## config.mk

```make
export PLATFORM = sky130hd
export DESIGN_NAME = shell_command_line_tokenizer
export DESIGN_NICKNAME = d
export VERILOG_FILES = /design/src/hw/rtl/sclt_pkg.sv /design/src/hw/rtl/shell_command_line_tokenizer.sv
export SDC_FILE = /design/constraint.sdc
export NUM_CORES = 1
export LEC_CHECK = 0
export ABC_AREA = 1
export BUFFER_PORTS_ARGS = -buffer_cell sky130_fd_sc_hd__buf_2
export CAP_MARGIN = 10
export CORE_UTILIZATION = 57
export DETAILED_ROUTE_END_ITERATION = 10
export GPL_TIMING_DRIVEN = 1
export PLACE_DENSITY = 0.77
export SLEW_MARGIN = 20
export SYNTH_ARGS = -nofsm -noshare
export SYNTH_HDL_FRONTEND = slang
export SYNTH_SLANG_ARGS = --single-unit
```

## constraint.sdc

```tcl
create_clock -name clk -period 11.2 [get_ports clk]
set_input_delay 0 -clock clk [delete_from_list [all_inputs] [get_ports clk]]
set_output_delay 0 -clock clk [all_outputs]
set_load 0.01 [all_outputs]
```

## src/hw/rtl/sclt_pkg.sv

```systemverilog
// sclt_pkg: payload types, character constants and result codes for the
// command line tokenizer; no dependencies
`default_nettype none

package sclt_pkg;

    localparam int POSITION_BITS_DEF = 16;
    localparam int MAX_RES           = 4;
    localparam int BUN_DEPTH         = 2;

    typedef struct packed {
        logic [7:0] char_byte;
        logic       end_of_line;
    } item_t;

    typedef struct packed {
        logic [2:0]  kind;
        logic [7:0]  data_byte;
        logic [2:0]  error_code;
        logic [15:0] error_position;
        logic        last_of_run;
    } result_t;

    localparam logic [2:0] KIND_BYTE = 3'd0;
    localparam logic [2:0] KIND_WEND = 3'd1;
    localparam logic [2:0] KIND_CEND = 3'd2;
    localparam logic [2:0] KIND_DONE = 3'd3;
    localparam logic [2:0] KIND_FAIL = 3'd4;

    localparam logic [2:0] ERR_NONE      = 3'd0;
    localparam logic [2:0] ERR_OPEN_SQ   = 3'd1;
    localparam logic [2:0] ERR_OPEN_DQ   = 3'd2;
    localparam logic [2:0] ERR_OPEN_ESC  = 3'd3;
    localparam logic [2:0] ERR_BAD_HEX   = 3'd4;
    localparam logic [2:0] ERR_BAD_OCT   = 3'd5;
    localparam logic [2:0] ERR_BAD_ESC   = 3'd6;

    localparam logic [7:0] CH_TAB   = 8'h09;
    localparam logic [7:0] CH_LF    = 8'h0A;
    localparam logic [7:0] CH_CR    = 8'h0D;
    localparam logic [7:0] CH_SPACE = 8'h20;
    localparam logic [7:0] CH_DQ    = 8'h22;
    localparam logic [7:0] CH_SQ    = 8'h27;
    localparam logic [7:0] CH_ZERO  = 8'h30;
    localparam logic [7:0] CH_SEVEN = 8'h37;
    localparam logic [7:0] CH_NINE  = 8'h39;
    localparam logic [7:0] CH_SEMI  = 8'h3B;
    localparam logic [7:0] CH_UA    = 8'h41;
    localparam logic [7:0] CH_UF    = 8'h46;
    localparam logic [7:0] CH_BSL   = 8'h5C;
    localparam logic [7:0] CH_LA    = 8'h61;
    localparam logic [7:0] CH_LB    = 8'h62;
    localparam logic [7:0] CH_LF_LC = 8'h66;
    localparam logic [7:0] CH_LN    = 8'h6E;
    localparam logic [7:0] CH_LR    = 8'h72;
    localparam logic [7:0] CH_LT    = 8'h74;
    localparam logic [7:0] CH_LX    = 8'h78;

    // bit 4 set marks a byte that is no hex digit
    function automatic logic [4:0] hex_val(input logic [7:0] c);
        logic [4:0] v;
        v = 5'h10;
        if (c >= CH_ZERO && c <= CH_NINE)
            v = {1'b0, 4'(c - CH_ZERO)};
        else if (c >= CH_UA && c <= CH_UF)
            v = {1'b0, 4'(c - CH_UA + 8'd10)};
        else if (c >= CH_LA && c <= CH_LF_LC)
            v = {1'b0, 4'(c - CH_LA + 8'd10)};
        return v;
    endfunction

    // bit 3 set marks a byte that is no octal digit
    function automatic logic [3:0] oct_val(input logic [7:0] c);
        logic [3:0] v;
        v = 4'h8;
        if (c >= CH_ZERO && c <= CH_SEVEN)
            v = {1'b0, 3'(c - CH_ZERO)};
        return v;
    endfunction

    function automatic logic is_space(input logic [7:0] c);
        return (c == CH_SPACE) || (c >= CH_TAB && c <= CH_CR);
    endfunction

    function automatic result_t mk_res(input logic [2:0] k, input logic [7:0] d,
                                       input logic [2:0] e, input logic [15:0] p);
        result_t r;
        r.kind           = k;
        r.data_byte      = d;
        r.error_code     = e;
        r.error_position = p;
        r.last_of_run    = 1'b0;
        return r;
    endfunction

endpackage

`default_nettype wire

```

## src/hw/rtl/shell_command_line_tokenizer.sv

```systemverilog
// shell_command_line_tokenizer: splits a byte stream into words, commands
// and errors; input register, one-pass parse, two-bundle result buffer
// depends on sclt_pkg
//
//   channel  | signals                            | moves per transfer
//   ---------+------------------------------------+----------------------------
//   item     | item_valid, item_stall, item       | one line byte, end flag
//   result   | result_valid, result_stall, result | one result of a byte's run
//
// a byte waits in the input register until the result buffer has room; a byte
// with n results (n from 0 to 4) gives one per transfer; bytes with at most
// one result flow at one per cycle unless stalled; result port sets the pace
// reset clears the parser state, input register and buffer at once
// item_stall rises only while the two-entry result buffer is full
`default_nettype none

module shell_command_line_tokenizer #(
    parameter int POSITION_BITS = sclt_pkg::POSITION_BITS_DEF
) (
    input  wire logic              clk,
    input  wire logic              rst_n,
    input  wire logic              item_valid,
    output logic                   item_stall,
    input  wire sclt_pkg::item_t   item,
    output logic                   result_valid,
    input  wire logic              result_stall,
    output sclt_pkg::result_t      result
);
    import sclt_pkg::*;

    localparam int PE     = (POSITION_BITS > 16) ? POSITION_BITS : 16;
    localparam int PTR_W  = (BUN_DEPTH > 1) ? $clog2(BUN_DEPTH) : 1;
    localparam int CNT_W  = $clog2(BUN_DEPTH + 1);
    localparam int SUB_W  = $clog2(MAX_RES);
    localparam int N_W    = $clog2(MAX_RES + 1);

    typedef enum logic [3:0] {
        M_NORMAL,
        M_SQ,
        M_DQ,
        M_DQ_ESC,
        M_HEX1,
        M_HEX2,
        M_OCT1,
        M_OCT2,
        M_BARE,
        M_BARE_CR,
        M_SWALLOW
    } mode_t;

    mode_t                     mode_reg, mode_next;
    logic                      wopen_reg, wopen_next;
    logic [3:0]                held_reg, held_next;
    logic [POSITION_BITS-1:0]  pos_reg, pos_next;
    logic [POSITION_BITS-1:0]  esc_reg, esc_next;

    logic                      in_vld_reg;
    item_t                     in_reg;

    result_t                   bun_res_reg [BUN_DEPTH][MAX_RES];
    logic [SUB_W-1:0]          bun_last_reg [BUN_DEPTH];
    logic [PTR_W-1:0]          wr_ptr_reg, wr_ptr_next;
    logic [PTR_W-1:0]          rd_ptr_reg, rd_ptr_next;
    logic [CNT_W-1:0]          cnt_reg, cnt_next;
    logic [SUB_W-1:0]          sub_reg, sub_next;

    result_t                   res [MAX_RES];
    logic [N_W-1:0]            n;
    logic                      room, process, push, pop_res, pop_bun;

    logic [POSITION_BITS-1:0]  len;
    logic [15:0]               pos16, len16, esc16;
    logic [7:0]                c;
    logic                      eol, do_normal;
    logic [4:0]                hv;
    logic [3:0]                ov;

    assign c     = in_reg.char_byte;
    assign eol   = in_reg.end_of_line;
    assign len   = (pos_reg != {POSITION_BITS{1'b1}}) ? pos_reg + 1'b1 : pos_reg;
    assign pos16 = 16'(PE'(pos_reg));
    assign len16 = 16'(PE'(len));
    assign esc16 = 16'(PE'(esc_reg));
    assign hv    = hex_val(c);
    assign ov    = oct_val(c);

    assign room       = cnt_reg < CNT_W'(BUN_DEPTH);
    assign item_stall = in_vld_reg && !room;
    assign process    = in_vld_reg && room;
    assign push       = process && (n != '0);

    assign result_valid = cnt_reg != '0;
    assign result       = bun_res_reg[rd_ptr_reg][sub_reg];
    assign pop_res      = result_valid && !result_stall;
    assign pop_bun      = pop_res && (sub_reg == bun_last_reg[rd_ptr_reg]);

    // per-byte parse
    always_comb
    begin
        mode_next  = mode_reg;
        wopen_next = wopen_reg;
        held_next  = held_reg;
        esc_next   = esc_reg;
        n          = '0;
        do_normal  = 1'b0;
        for (int i = 0; i < MAX_RES; i++)
            res[i] = mk_res(KIND_BYTE, 8'h00, ERR_NONE, 16'h0000);

        case (mode_reg)
            M_NORMAL:
                do_normal = 1'b1;
            M_SQ:
                if (c == CH_SQ)
                    mode_next = M_NORMAL;
                else
                begin
                    res[SUB_W'(n)] = mk_res(KIND_BYTE, c, ERR_NONE, 16'h0000);
                    n = n + 1'b1;
                    wopen_next = 1'b1;
                end
            M_DQ:
                if (c == CH_DQ)
                    mode_next = M_NORMAL;
                else if (c == CH_BSL)
                    mode_next = M_DQ_ESC;
                else
                begin
                    res[SUB_W'(n)] = mk_res(KIND_BYTE, c, ERR_NONE, 16'h0000);
                    n = n + 1'b1;
                    wopen_next = 1'b1;
                end
            M_DQ_ESC:
                if (c == CH_LX)
                begin
                    esc_next  = pos_reg;
                    mode_next = M_HEX1;
                end
                else if (c == CH_ZERO)
                begin
                    esc_next  = pos_reg;
                    mode_next = M_OCT1;
                end
                else if (c == CH_LT || c == CH_LR || c == CH_LN || c == CH_LB)
                begin
                    res[0] = mk_res(KIND_BYTE, CH_BSL, ERR_NONE, 16'h0000);
                    res[1] = mk_res(KIND_BYTE, c, ERR_NONE, 16'h0000);
                    n = N_W'(2);
                    wopen_next = 1'b1;
                    mode_next  = M_DQ;
                end
                else
                begin
                    res[0] = mk_res(KIND_FAIL, 8'h00, ERR_BAD_ESC, pos16);
                    n = N_W'(1);
                    mode_next = M_SWALLOW;
                end
            M_HEX1:
                if (eol)
                begin
                    res[0] = mk_res(KIND_FAIL, 8'h00, ERR_OPEN_DQ, len16);
                    n = N_W'(1);
                    mode_next = M_SWALLOW;
                end
                else if (hv[4])
                begin
                    res[0] = mk_res(KIND_FAIL, 8'h00, ERR_BAD_HEX, esc16);
                    n = N_W'(1);
                    mode_next = M_SWALLOW;
                end
                else
                begin
                    held_next = hv[3:0];
                    mode_next = M_HEX2;
                end
            M_OCT1:
                if (eol)
                begin
                    res[0] = mk_res(KIND_FAIL, 8'h00, ERR_OPEN_DQ, len16);
                    n = N_W'(1);
                    mode_next = M_SWALLOW;
                end
                else if (ov[3])
                begin
                    res[0] = mk_res(KIND_FAIL, 8'h00, ERR_BAD_OCT, esc16);
                    n = N_W'(1);
                    mode_next = M_SWALLOW;
                end
                else
                begin
                    held_next = ov;
                    mode_next = M_OCT2;
                end
            M_HEX2:
                if (hv[4])
                begin
                    res[0] = mk_res(KIND_FAIL, 8'h00, ERR_BAD_HEX, esc16);
                    n = N_W'(1);
                    mode_next = M_SWALLOW;
                end
                else
                begin
                    res[0] = mk_res(KIND_BYTE, {held_reg, hv[3:0]}, ERR_NONE, 16'h0000);
                    n = N_W'(1);
                    wopen_next = 1'b1;
                    held_next  = 4'h0;
                    mode_next  = M_DQ;
                end
            M_OCT2:
                if (ov[3])
                begin
                    res[0] = mk_res(KIND_FAIL, 8'h00, ERR_BAD_OCT, esc16);
                    n = N_W'(1);
                    mode_next = M_SWALLOW;
                end
                else
                begin
                    res[0] = mk_res(KIND_BYTE, {2'b00, held_reg[2:0], ov[2:0]},
                                    ERR_NONE, 16'h0000);
                    n = N_W'(1);
                    wopen_next = 1'b1;
                    held_next  = 4'h0;
                    mode_next  = M_DQ;
                end
            M_BARE:
                if (c == CH_LF)
                    mode_next = M_NORMAL;
                else if (c == CH_CR)
                    mode_next = M_BARE_CR;
                else
                begin
                    res[0] = mk_res(KIND_BYTE, c, ERR_NONE, 16'h0000);
                    n = N_W'(1);
                    wopen_next = 1'b1;
                    mode_next  = M_NORMAL;
                end
            M_BARE_CR:
            begin
                mode_next = M_NORMAL;
                if (c != CH_LF)
                begin
                    res[0] = mk_res(KIND_BYTE, CH_CR, ERR_NONE, 16'h0000);
                    n = N_W'(1);
                    wopen_next = 1'b1;
                    do_normal  = 1'b1;
                end
            end
            default:
                mode_next = M_SWALLOW;
        endcase

        // plain byte outside quotes
        if (do_normal)
        begin
            if (c == CH_SEMI || is_space(c))
            begin
                if (wopen_next)
                begin
                    res[SUB_W'(n)] = mk_res(KIND_WEND, 8'h00, ERR_NONE, 16'h0000);
                    n = n + 1'b1;
                end
                wopen_next = 1'b0;
                if (c == CH_SEMI)
                begin
                    res[SUB_W'(n)] = mk_res(KIND_CEND, 8'h00, ERR_NONE, 16'h0000);
                    n = n + 1'b1;
                end
            end
            else if (c == CH_SQ)
                mode_next = M_SQ;
            else if (c == CH_DQ)
                mode_next = M_DQ;
            else if (c == CH_BSL)
                mode_next = M_BARE;
            else
            begin
                res[SUB_W'(n)] = mk_res(KIND_BYTE, c, ERR_NONE, 16'h0000);
                n = n + 1'b1;
                wopen_next = 1'b1;
            end
        end

        // line end
        if (eol)
        begin
            case (mode_next)
                M_NORMAL, M_BARE_CR:
                begin
                    if (mode_next == M_BARE_CR)
                    begin
                        res[SUB_W'(n)] = mk_res(KIND_BYTE, CH_CR, ERR_NONE, 16'h0000);
                        n = n + 1'b1;
                        wopen_next = 1'b1;
                    end
                    if (wopen_next)
                    begin
                        res[SUB_W'(n)] = mk_res(KIND_WEND, 8'h00, ERR_NONE, 16'h0000);
                        n = n + 1'b1;
                    end
                    res[SUB_W'(n)] = mk_res(KIND_DONE, 8'h00, ERR_NONE, 16'h0000);
                    n = n + 1'b1;
                end
                M_SQ:
                begin
                    res[SUB_W'(n)] = mk_res(KIND_FAIL, 8'h00, ERR_OPEN_SQ, len16);
                    n = n + 1'b1;
                end
                M_BARE:
                begin
                    res[SUB_W'(n)] = mk_res(KIND_FAIL, 8'h00, ERR_OPEN_ESC, len16);
                    n = n + 1'b1;
                end
                M_SWALLOW:
                    n = n;
                default:
                begin
                    res[SUB_W'(n)] = mk_res(KIND_FAIL, 8'h00, ERR_OPEN_DQ, len16);
                    n = n + 1'b1;
                end
            endcase
            mode_next  = M_NORMAL;
            wopen_next = 1'b0;
            held_next  = 4'h0;
            esc_next   = '0;
            pos_next   = '0;
        end
        else
            pos_next = len;

        if (n != '0)
            res[SUB_W'(n - 1'b1)].last_of_run = 1'b1;
    end

    // buffer pointers
    always_comb
    begin
        wr_ptr_next = wr_ptr_reg;
        rd_ptr_next = rd_ptr_reg;
        sub_next    = sub_reg;
        if (push)
            wr_ptr_next = (wr_ptr_reg == PTR_W'(BUN_DEPTH - 1)) ? '0 : wr_ptr_reg + 1'b1;
        if (pop_bun)
        begin
            sub_next    = '0;
            rd_ptr_next = (rd_ptr_reg == PTR_W'(BUN_DEPTH - 1)) ? '0 : rd_ptr_reg + 1'b1;
        end
        else if (pop_res)
            sub_next = sub_reg + 1'b1;
        cnt_next = cnt_reg + CNT_W'(push) - CNT_W'(pop_bun);
    end

    always_ff @(posedge clk or negedge rst_n)
    begin
        if (!rst_n)
        begin
            mode_reg   <= M_NORMAL;
            wopen_reg  <= 1'b0;
            held_reg   <= 4'h0;
            pos_reg    <= '0;
            esc_reg    <= '0;
            in_vld_reg <= 1'b0;
            wr_ptr_reg <= '0;
            rd_ptr_reg <= '0;
            cnt_reg    <= '0;
            sub_reg    <= '0;
        end
        else
        begin
            if (process)
            begin
                mode_reg  <= mode_next;
                wopen_reg <= wopen_next;
                held_reg  <= held_next;
                pos_reg   <= pos_next;
                esc_reg   <= esc_next;
            end
            if (!item_stall)
                in_vld_reg <= item_valid;
            wr_ptr_reg <= wr_ptr_next;
            rd_ptr_reg <= rd_ptr_next;
            cnt_reg    <= cnt_next;
            sub_reg    <= sub_next;
        end
    end

    // payload storage
    always_ff @(posedge clk)
    begin
        if (!item_stall)
            in_reg <= item;
        if (push)
        begin
            for (int i = 0; i < MAX_RES; i++)
                bun_res_reg[wr_ptr_reg][i] <= res[i];
            bun_last_reg[wr_ptr_reg] <= SUB_W'(n - 1'b1);
        end
    end

    a_cnt_bound: assert property (@(posedge clk) disable iff (!rst_n)
        cnt_reg <= CNT_W'(BUN_DEPTH))
        else $error("result buffer overfilled");

    a_fail_last: assert property (@(posedge clk) disable iff (!rst_n)
        (result_valid && result.kind == KIND_FAIL) |-> result.last_of_run)
        else $error("failure not last of its run");

    a_done_last: assert property (@(posedge clk) disable iff (!rst_n)
        (result_valid && result.kind == KIND_DONE) |-> result.last_of_run)
        else $error("line done not last of its run");

    a_run_cont: assert property (@(posedge clk) disable iff (!rst_n)
        (result_valid && !result_stall && !result.last_of_run) |=> result_valid)
        else $error("run broken before its last result");

endmodule

`default_nettype wire
```

# After elaboration in Yosys (flattened, before gate mapping)
# Memory sizes are Yosys's and may differ from the RTL's.
# Index checks and enable logic that the tools add are counted.
[totals]
reg_bits = 57
mem_count = 2
wordCells = 297
mem_bits_rw = 252
in_bits = 13
[memory_table]
columns = ["memory", "words", "word_bits", "rd", "rd_clocked_by_memory_dff", "wr", "line", "source"]
rows = [
  ["bun_res_reg", 2, 124, 1, 0, 1, "shell_command_line_tokenizer.sv:60", "result_t bun_res_reg [BUN_DEPTH][MAX_RES];"],
  ["bun_last_reg", 2, 2, 1, 0, 1, "shell_command_line_tokenizer.sv:61", "logic [SUB_W-1:0] bun_last_reg [BUN_DEPTH];"],
]
[op_classes]
n_eq_ne = 33
addsub = 17
n_mux = 153
bitwise_logic = 22
n_lt_le_gt_ge = 23
reduce_logical = 35
[op_table]
columns = ["cell", "n"]
rows = [
  ["two-way mux 124 bit", 17],
  ["bitwise mux 124 bit", 5],
  ["one-hot mux 124 bit (4 select lines)", 1],
  ["two-way mux 31 bit", 15],
  ["demux 31 bit (select 2 bit)", 6],
  ["bitwise AND 120 bit", 3],
  ["inverter 120 bit", 3],
  ["one-hot mux 31 bit (9 select lines)", 1],
  ["two-way mux 28 bit", 6],
  ["two-way mux 62 bit", 2],
  ["bitwise AND 116 bit", 1],
  ["inverter 116 bit", 1],
  ["bitwise AND 112 bit", 1],
  ["inverter 112 bit", 1],
  ["two-way mux 4 bit", 26],
  ["two-way mux 16 bit", 6],
  ["binary-select mux 31 bit (select 2 bit)", 1],
  ["two-way mux 3 bit", 18],
  ["equality test 8 x 7 -> 1 bit, second input constant", 6],
  ["equality test 8 x 6 -> 1 bit, second input constant", 5],
  ["one-hot mux 4 bit (10 select lines)", 1],
  ["two-way mux 1 bit", 36],
  ["two-way mux 24 bit", 1],
  ["one-hot mux 3 bit (8 select lines)", 1],
  ["47 further kinds", 119],
]

# Depth between registers and ports, before layout
[logic_depth]
ltp_word = 35
ltp_mapped = 42
mapped_depth_nobuf = 42

# Least setup slack after synthesis
# No wires, ideal clock.
[synth_timing]
path_type = "flip-flop to flip-flop"
start = "register in_reg (netlist bit c[1])"
end = "memory bun_last_reg[1][0] (netlist name), enable pin"
path_stages_with_launch = 35
required_ns = 10.594
period_less_slack_ns = 10.491
path_slack_ns = 0.709
t_arrival_ns = 9.885
cell_sequence = "edfxtp_1 inv_1 ha_1 nor2_1 nand2_1 nand3_1 nand2_4 a21boi_1 nor2_2 nand3_1 inv_1 ha_1 nand2_2 inv_1 ha_1 a21oi_1 o21ai_1 nand2_2 inv_2 ha_1 nor2_1 nor2_4 inv_2 ha_1 inv_1 o21ai_0 ha_1 nor2_1 nor2_1 ha_1 inv_1 a21oi_1 nand2_1 nand2_2 nor2_1"
[synth_between]
elab_chain_len = 31
word_cells_on_any_way = 123
cone_classes = "add/sub: 5; order compare: 9; eq/ne: 16; mux: 79; reduce/logical: 14"
[synth_rtl]
columns = ["element", "line", "source"]
rows = [
  ["start: declaration", "shell_command_line_tokenizer.sv:58", "item_t in_reg;"],
  ["start signal: assignment", "shell_command_line_tokenizer.sv:389", "in_reg <= item;"],
  [">= comparator 8 x 7 -> 1 bit (tied with other cells)", "sclt_pkg.sv:67", "else if (c >= CH_LA && c <= CH_LF_LC)"],
  ["logical AND 1 bit or logical OR 1 bit (tied branches)", "sclt_pkg.sv:67, shell_command_line_tokenizer.sv:143", ""],
  ["two-way mux 5 bit or logical OR 1 bit (tied branches)", "sclt_pkg.sv:67, shell_command_line_tokenizer.sv:143", ""],
  ["two-way mux 5 bit or logical OR 1 bit (tied branches)", "sclt_pkg.sv:65, shell_command_line_tokenizer.sv:143", ""],
  ["two-way mux 5 bit or two-way mux 2 bit (tied branches)", "sclt_pkg.sv:63, shell_command_line_tokenizer.sv:143", ""],
  ["two-way mux 1 bit or two-way mux 3 bit (tied branches)", "shell_command_line_tokenizer.sv:164, shell_command_line_tokenizer.sv:138", ""],
  ["two-way mux 1 bit or two-way mux 3 bit (tied branches)", "shell_command_line_tokenizer.sv:158, shell_command_line_tokenizer.sv:133", ""],
  ["one-hot mux 3 bit (8 select lines)", "shell_command_line_tokenizer.sv:109", "case (mode_reg)"],
  ["[15 not listed]", "-", ""],
  ["two-way mux 3 bit", "shell_command_line_tokenizer.sv:283", "if (eol)"],
  ["adder 3 x 1 -> 3 bit", "shell_command_line_tokenizer.sv:300", "n = n + 1'b1;"],
  ["one-hot mux 3 bit (2 select lines)", "shell_command_line_tokenizer.sv:285", "case (mode_next)"],
  ["two-way mux 3 bit *", "shell_command_line_tokenizer.sv:283", ""],
  ["nonzero test 3 bit *", "shell_command_line_tokenizer.sv:90", "assign push = process && (n != '0);"],
  ["logical AND 1 bit *", "shell_command_line_tokenizer.sv:90", ""],
  ["two-way mux 1 bit *", "shell_command_line_tokenizer.sv:390", "if (push)"],
  ["two-way mux 1 bit (implied by the code) *", "shell_command_line_tokenizer.sv:394", "bun_last_reg[wr_ptr_reg] <= SUB_W'(n - 1'b1);"],
  ["end: declaration", "shell_command_line_tokenizer.sv:61", ""],
]
# Mark *: on every way between the ends. The rest lies on a longest branch, timed or not. The select of a mux whose other input is x is not followed.

# Worst setup path in the final report
[layout_timing]
start = "register in_reg (netlist bit c[0])"
end = "memory bun_res_reg[0][112] (netlist name), enable pin"
[layout_between]
elab_chain_len = 31
word_cells_on_any_way = 123
cone_classes = "add/sub: 5; order compare: 9; eq/ne: 16; mux: 79; reduce/logical: 14"
[layout_rtl]
columns = ["element", "line", "source"]
rows = [
  [">= comparator 8 x 7 -> 1 bit (tied with other cells)", "sclt_pkg.sv:67", ""],
  ["logical AND 1 bit or logical OR 1 bit (tied branches)", "sclt_pkg.sv:67, shell_command_line_tokenizer.sv:143", ""],
  ["two-way mux 5 bit or logical OR 1 bit (tied branches)", "sclt_pkg.sv:67, shell_command_line_tokenizer.sv:143", ""],
  ["two-way mux 5 bit or logical OR 1 bit (tied branches)", "sclt_pkg.sv:65, shell_command_line_tokenizer.sv:143", ""],
  ["two-way mux 5 bit or two-way mux 2 bit (tied branches)", "sclt_pkg.sv:63, shell_command_line_tokenizer.sv:143", ""],
  ["two-way mux 1 bit or two-way mux 3 bit (tied branches)", "shell_command_line_tokenizer.sv:164, shell_command_line_tokenizer.sv:138", ""],
  ["two-way mux 1 bit or two-way mux 3 bit (tied branches)", "shell_command_line_tokenizer.sv:158, shell_command_line_tokenizer.sv:133", ""],
  ["one-hot mux 3 bit (8 select lines)", "shell_command_line_tokenizer.sv:109", ""],
  ["[15 not listed]", "-", ""],
  ["two-way mux 3 bit", "shell_command_line_tokenizer.sv:283", ""],
  ["adder 3 x 1 -> 3 bit", "shell_command_line_tokenizer.sv:300", ""],
  ["one-hot mux 3 bit (2 select lines)", "shell_command_line_tokenizer.sv:285", ""],
  ["two-way mux 3 bit *", "shell_command_line_tokenizer.sv:283", ""],
  ["nonzero test 3 bit *", "shell_command_line_tokenizer.sv:90", ""],
  ["logical AND 1 bit *", "shell_command_line_tokenizer.sv:90", ""],
  ["two-way mux 1 bit *", "shell_command_line_tokenizer.sv:390", ""],
  ["two-way mux 1 bit (implied by the code) *", "shell_command_line_tokenizer.sv:393", "bun_res_reg[wr_ptr_reg][i] <= res[i];"],
  ["end: declaration", "shell_command_line_tokenizer.sv:60", ""],
]
# Marks and branches as above.

==> impl_metrics.json <==
{
  "synth-edff-count": 255,
  "fp-row-count": 59,
  "synth-simple-area-share_pct": 19.4,
  "r2r_start": "c[0]$_DFFE_PN_",
  "synth_xor_area_share_pct": 0.848,
  "async_flop_share_pct": 15.8,
  "grt_pass1_wl_um": 61200,
  "critical_path_peak_fanout": 78,
  "finalWeightedCongestion": 1.03,
  "pwr-share-clk_pct": 22.4,
  "layout.cells.non_filler": 2045,
  "crit_slowest_cell": "inv_4",
  "grt_antenna_before_repair": 0,
  "core-area_um2": 26400,
  "maxCapViolCount": 0,
  "initial_core_util_pct": 58.8,
  "nets": 1729,
  "hp-class": "in -> async",
  "synthMuxAreaShare_pct": 0,
  "viasPerCell": 5.99,
  "slew_viol_final": 0,
  "arrival_ps": 7830,
  "switchingPower_mw": 1.87,
  "synthAdderAreaFrac_pct": 2.50,
  "vias": 12200,
  "max_slew_margin_pct": 27.3,
  "die_w_um": 167,
  "comb_power_share_pct": 39.3,
  "setup_viol": 0,
  "ant_nets": 0,
  "p_seq_share_pct": 38.3,
  "irDropWorstVdd_mv": 0.216,
  "met3_wirelength_um": 3010,
  "syn_nets": 1694,
  "cp-start-kind": "flip-flop",
  "synth_seq_cells": 303,
  "rr_worst_depth": 35,
  "p_int_mw": 2.80,
  "clk_pin_slew_ps": 60,
  "grt_use_total_pct": 27.9,
  "clk_path_buf_depth": 3,
  "dieArea_um2": 27800,
  "largest_reg_flops": 242,
  "area_growth_pct": 10.5,
  "ctsHtreeMaxLevel": 1,
  "cp_slowest_stage_delay_ps": 760,
  "syn_area_um2": 15500,
  "drc": 0,
  "grt-ovfl-total": 0,
  "swShare_pct": 40.1,
  "cts_buffers": 31,
  "die_y_um": 167,
  "rsz0062_at_grt": "false",
  "cpMostUsedCell": "ha_1",
  "ys_types": 52,
  "drive_above_1_share_pct": 12.7,
  "synth_top_family_by_area": "simple AND/OR/NAND/NOR gates",
  "leakage_nw": 6.66,
  "r2r_setup_slack_ps": 3570,
  "num_io_pins": 46,
  "timing.final.crit_share_pct": 68.1,
  "worst_pin_slew_ps": 1080,
  "first_iter_violations": 1194,
  "cts_root_buffer": "clkbuf_16",
  "cts_tree": "done",
  "drt-met1-wl_um": 16700,
  "status": "completed",
  "powerDensity_nw_per_um2": 273,
  "fin_crit_ps": 7630,
  "fin_area_um2": 17100,
  "grt_pass1_vias": 11600,
  "cts_sinks": 303,
  "r2r-end": "bun_res_reg[0][112]$_DFFE_PP_",
  "final_hold_viol_count": 0,
  "seq_area_frac_synth_pct": 57.2,
  "crit_path_end_kind": "flip-flop",
  "met2_length_um": 18000,
  "antennaDiodeCount": 0,
  "synthFlopType": "edfxtp_1",
  "wl_um": 38800,
  "top_layer_used": "met4",
  "placed_cell_area_um2": 16000,
  "timing.fmax_mhz": 131,
  "insertion_delay_ps": 570,
  "synth-compound-area-share_pct": 13.8,
  "worst_clock_skew_ps": 10.8,
  "yosys_warnings": 0,
  "port_buffers": 45,
  "hpwl_um": 25100,
  "wl_per_cell_um": 19.0,
  "postCtsResizedCells": 0,
  "setup_tns_ps": 0,
  "dp.cells": 1975,
  "syn-mean-instance-area_um2": 9.39,
  "crit_required_ps": 11400,
  "synth_cells": 1650,
  "dr.pass1.iters": 6,
  "worstSetupPathType": "reg -> reg",
  "grt_max_degree": 79
}
-- cell usage after synthesis (3+ instances only) --
| master | number | share of area (%) |
|---|---|---|
| nor3_1 | 21 | 0.68 |
| o22ai_1 | 83 | 3.4 |
| nand3_1 | 62 | 2.0 |
| nand4_1 | 8 | 0.32 |
| edfxtp_1 | 255 | 49 |
| buf_1 | 3 | 0.073 |
| nor4_1 | 5 | 0.20 |
| inv_4 | 3 | 0.12 |
| nand2_2 | 22 | 0.89 |
| o21ai_0 | 169 | 5.5 |
| a21oi_1 | 46 | 1.5 |
| nor2_8 | 3 | 0.39 |
| nand3_2 | 6 | 0.39 |
| nand2_1 | 172 | 4.2 |
| nor2_4 | 8 | 0.58 |
| inv_1 | 139 | 3.4 |
| clkbuf_1 | 57 | 1.4 |
| buf_6 | 4 | 0.29 |
| ha_1 | 31 | 2.5 |
| o21ai_1 | 13 | 0.42 |
| o31ai_1 | 6 | 0.29 |
| nand2_4 | 5 | 0.36 |
| o211ai_1 | 10 | 0.48 |
| clkinv_1 | 3 | 0.073 |
| a31oi_1 | 36 | 1.5 |
| dfrtp_1 | 48 | 7.8 |
| nor2_2 | 16 | 0.65 |
| nor2_1 | 347 | 8.4 |
| inv_2 | 29 | 0.70 |
| xor2_1 | 14 | 0.79 |
-- stage by stage --
stage	util, %	setup slack (ps)	hold slack, ps	power, mW
after floorplan	-	709	-296	3.08
after global placement	60.6	3860	177	3.59
after detailed placement	60.6	3680	173	3.63
after CTS	65.0	3650	110	4.68
after global routing	65.0	2970	131	4.94
final	65.0	3570	108	4.67
-- power groups by stage --
stage | logic [mW] | clock network (mW) | registers [mW]
floorplan | 1.28 | 0 | 1.80
global placement | 1.79 | 0 | 1.80
detailed placement | 1.82 | 0 | 1.81
CTS | 1.83 | 1.05 | 1.79
global route | 2.02 | 1.09 | 1.82
finish | 1.84 | 1.04 | 1.79
-- how the worst max path moves through the flow --
stage	cells after the start	end	startpoint
final	35	bun_res_reg[0][112]$_DFFE_PP_	c[0]$_DFFE_PN_
after global routing	35	bun_res_reg[0][74]$_DFFE_PP_	c[0]$_DFFE_PN_
after detailed placement	35	bun_res_reg[0][12]$_DFFE_PP_	c[0]$_DFFE_PN_
after floorplan	34	bun_last_reg[1][0]$_DFFE_PP_	c[1]$_DFFE_PN_
after CTS	35	bun_res_reg[0][74]$_DFFE_PP_	c[0]$_DFFE_PN_
after global placement	35	bun_res_reg[0][43]$_DFFE_PP_	c[0]$_DFFE_PN_
-- critical path: cells and delay by family, from the launching register on --
family,cells,cell delay (ps)
simple gates,14,1820
flops,1,530
fa+ha+maj,7,1950
buf+inv,9,2140
compound gates,5,660
-- placed cells by master, fill, tap and decap left out, drive strengths merged --
master       Yosys  layout
nor2           374     374
edfxtp         255     255
nand2          199     199
o21ai          183     183
inv            172     173
o22ai           83      83
nand3           69      69
buf             11      58
a21oi           49      49
dfrtp           48      48
a31oi           37      37
clkbuf          57      37
ha              31      31
nor3            22      22
xor2            14      14
clkinv           3      13
dlygate4sd3      0      12
o211ai          10      10
nand4            8       8
o31ai            6       6
clkinvlp         0       6
nor4             5       5
bufinv           0       4
or2              3       3
a21boi           2       2
and3             1       1
a221oi           1       1
a22o             1       1
a211oi           1       1
o2111ai          1       1
o211a            1       1
xnor2            1       1
a32oi            1       1
o41ai            1       1
-- area by class of cell --
class | instances | area [um2]
clock buffer | 37 | 808
inverter | 175 | 676
multi-input combinational | 1104 | 5680
fill | 2050 | 9230
timing repair buffer | 70 | 443
clock inverter | 21 | 234
sequential | 303 | 8860
tap | 335 | 419
-- what timing repair did --
item                                   CTS  global route
hold buffers                            12             0
setup buffers                            0             0
endpoints found under the hold margin   61             0
-- per-layer routing --
metal  global-route usage [%]  up-vias
li1                         -     5757
met1                     40.1     5862
met2                     44.5      549
met3                     2.92       78
met4                     9.62        0
met5                        0        -
-- logic make-up after synthesis --
| kind of cell | after synthesis |
|---|---|
| xor gates and xnor gates | 15 |
| AOI/OAI and AO/OA | 377 |
| and+or+nand+nor | 681 |
| DFF | 303 |
| adders and majority gates | 31 |
| buffers and inverters | 243 |
No activity file was read; power rests on OpenSTA's default activity.
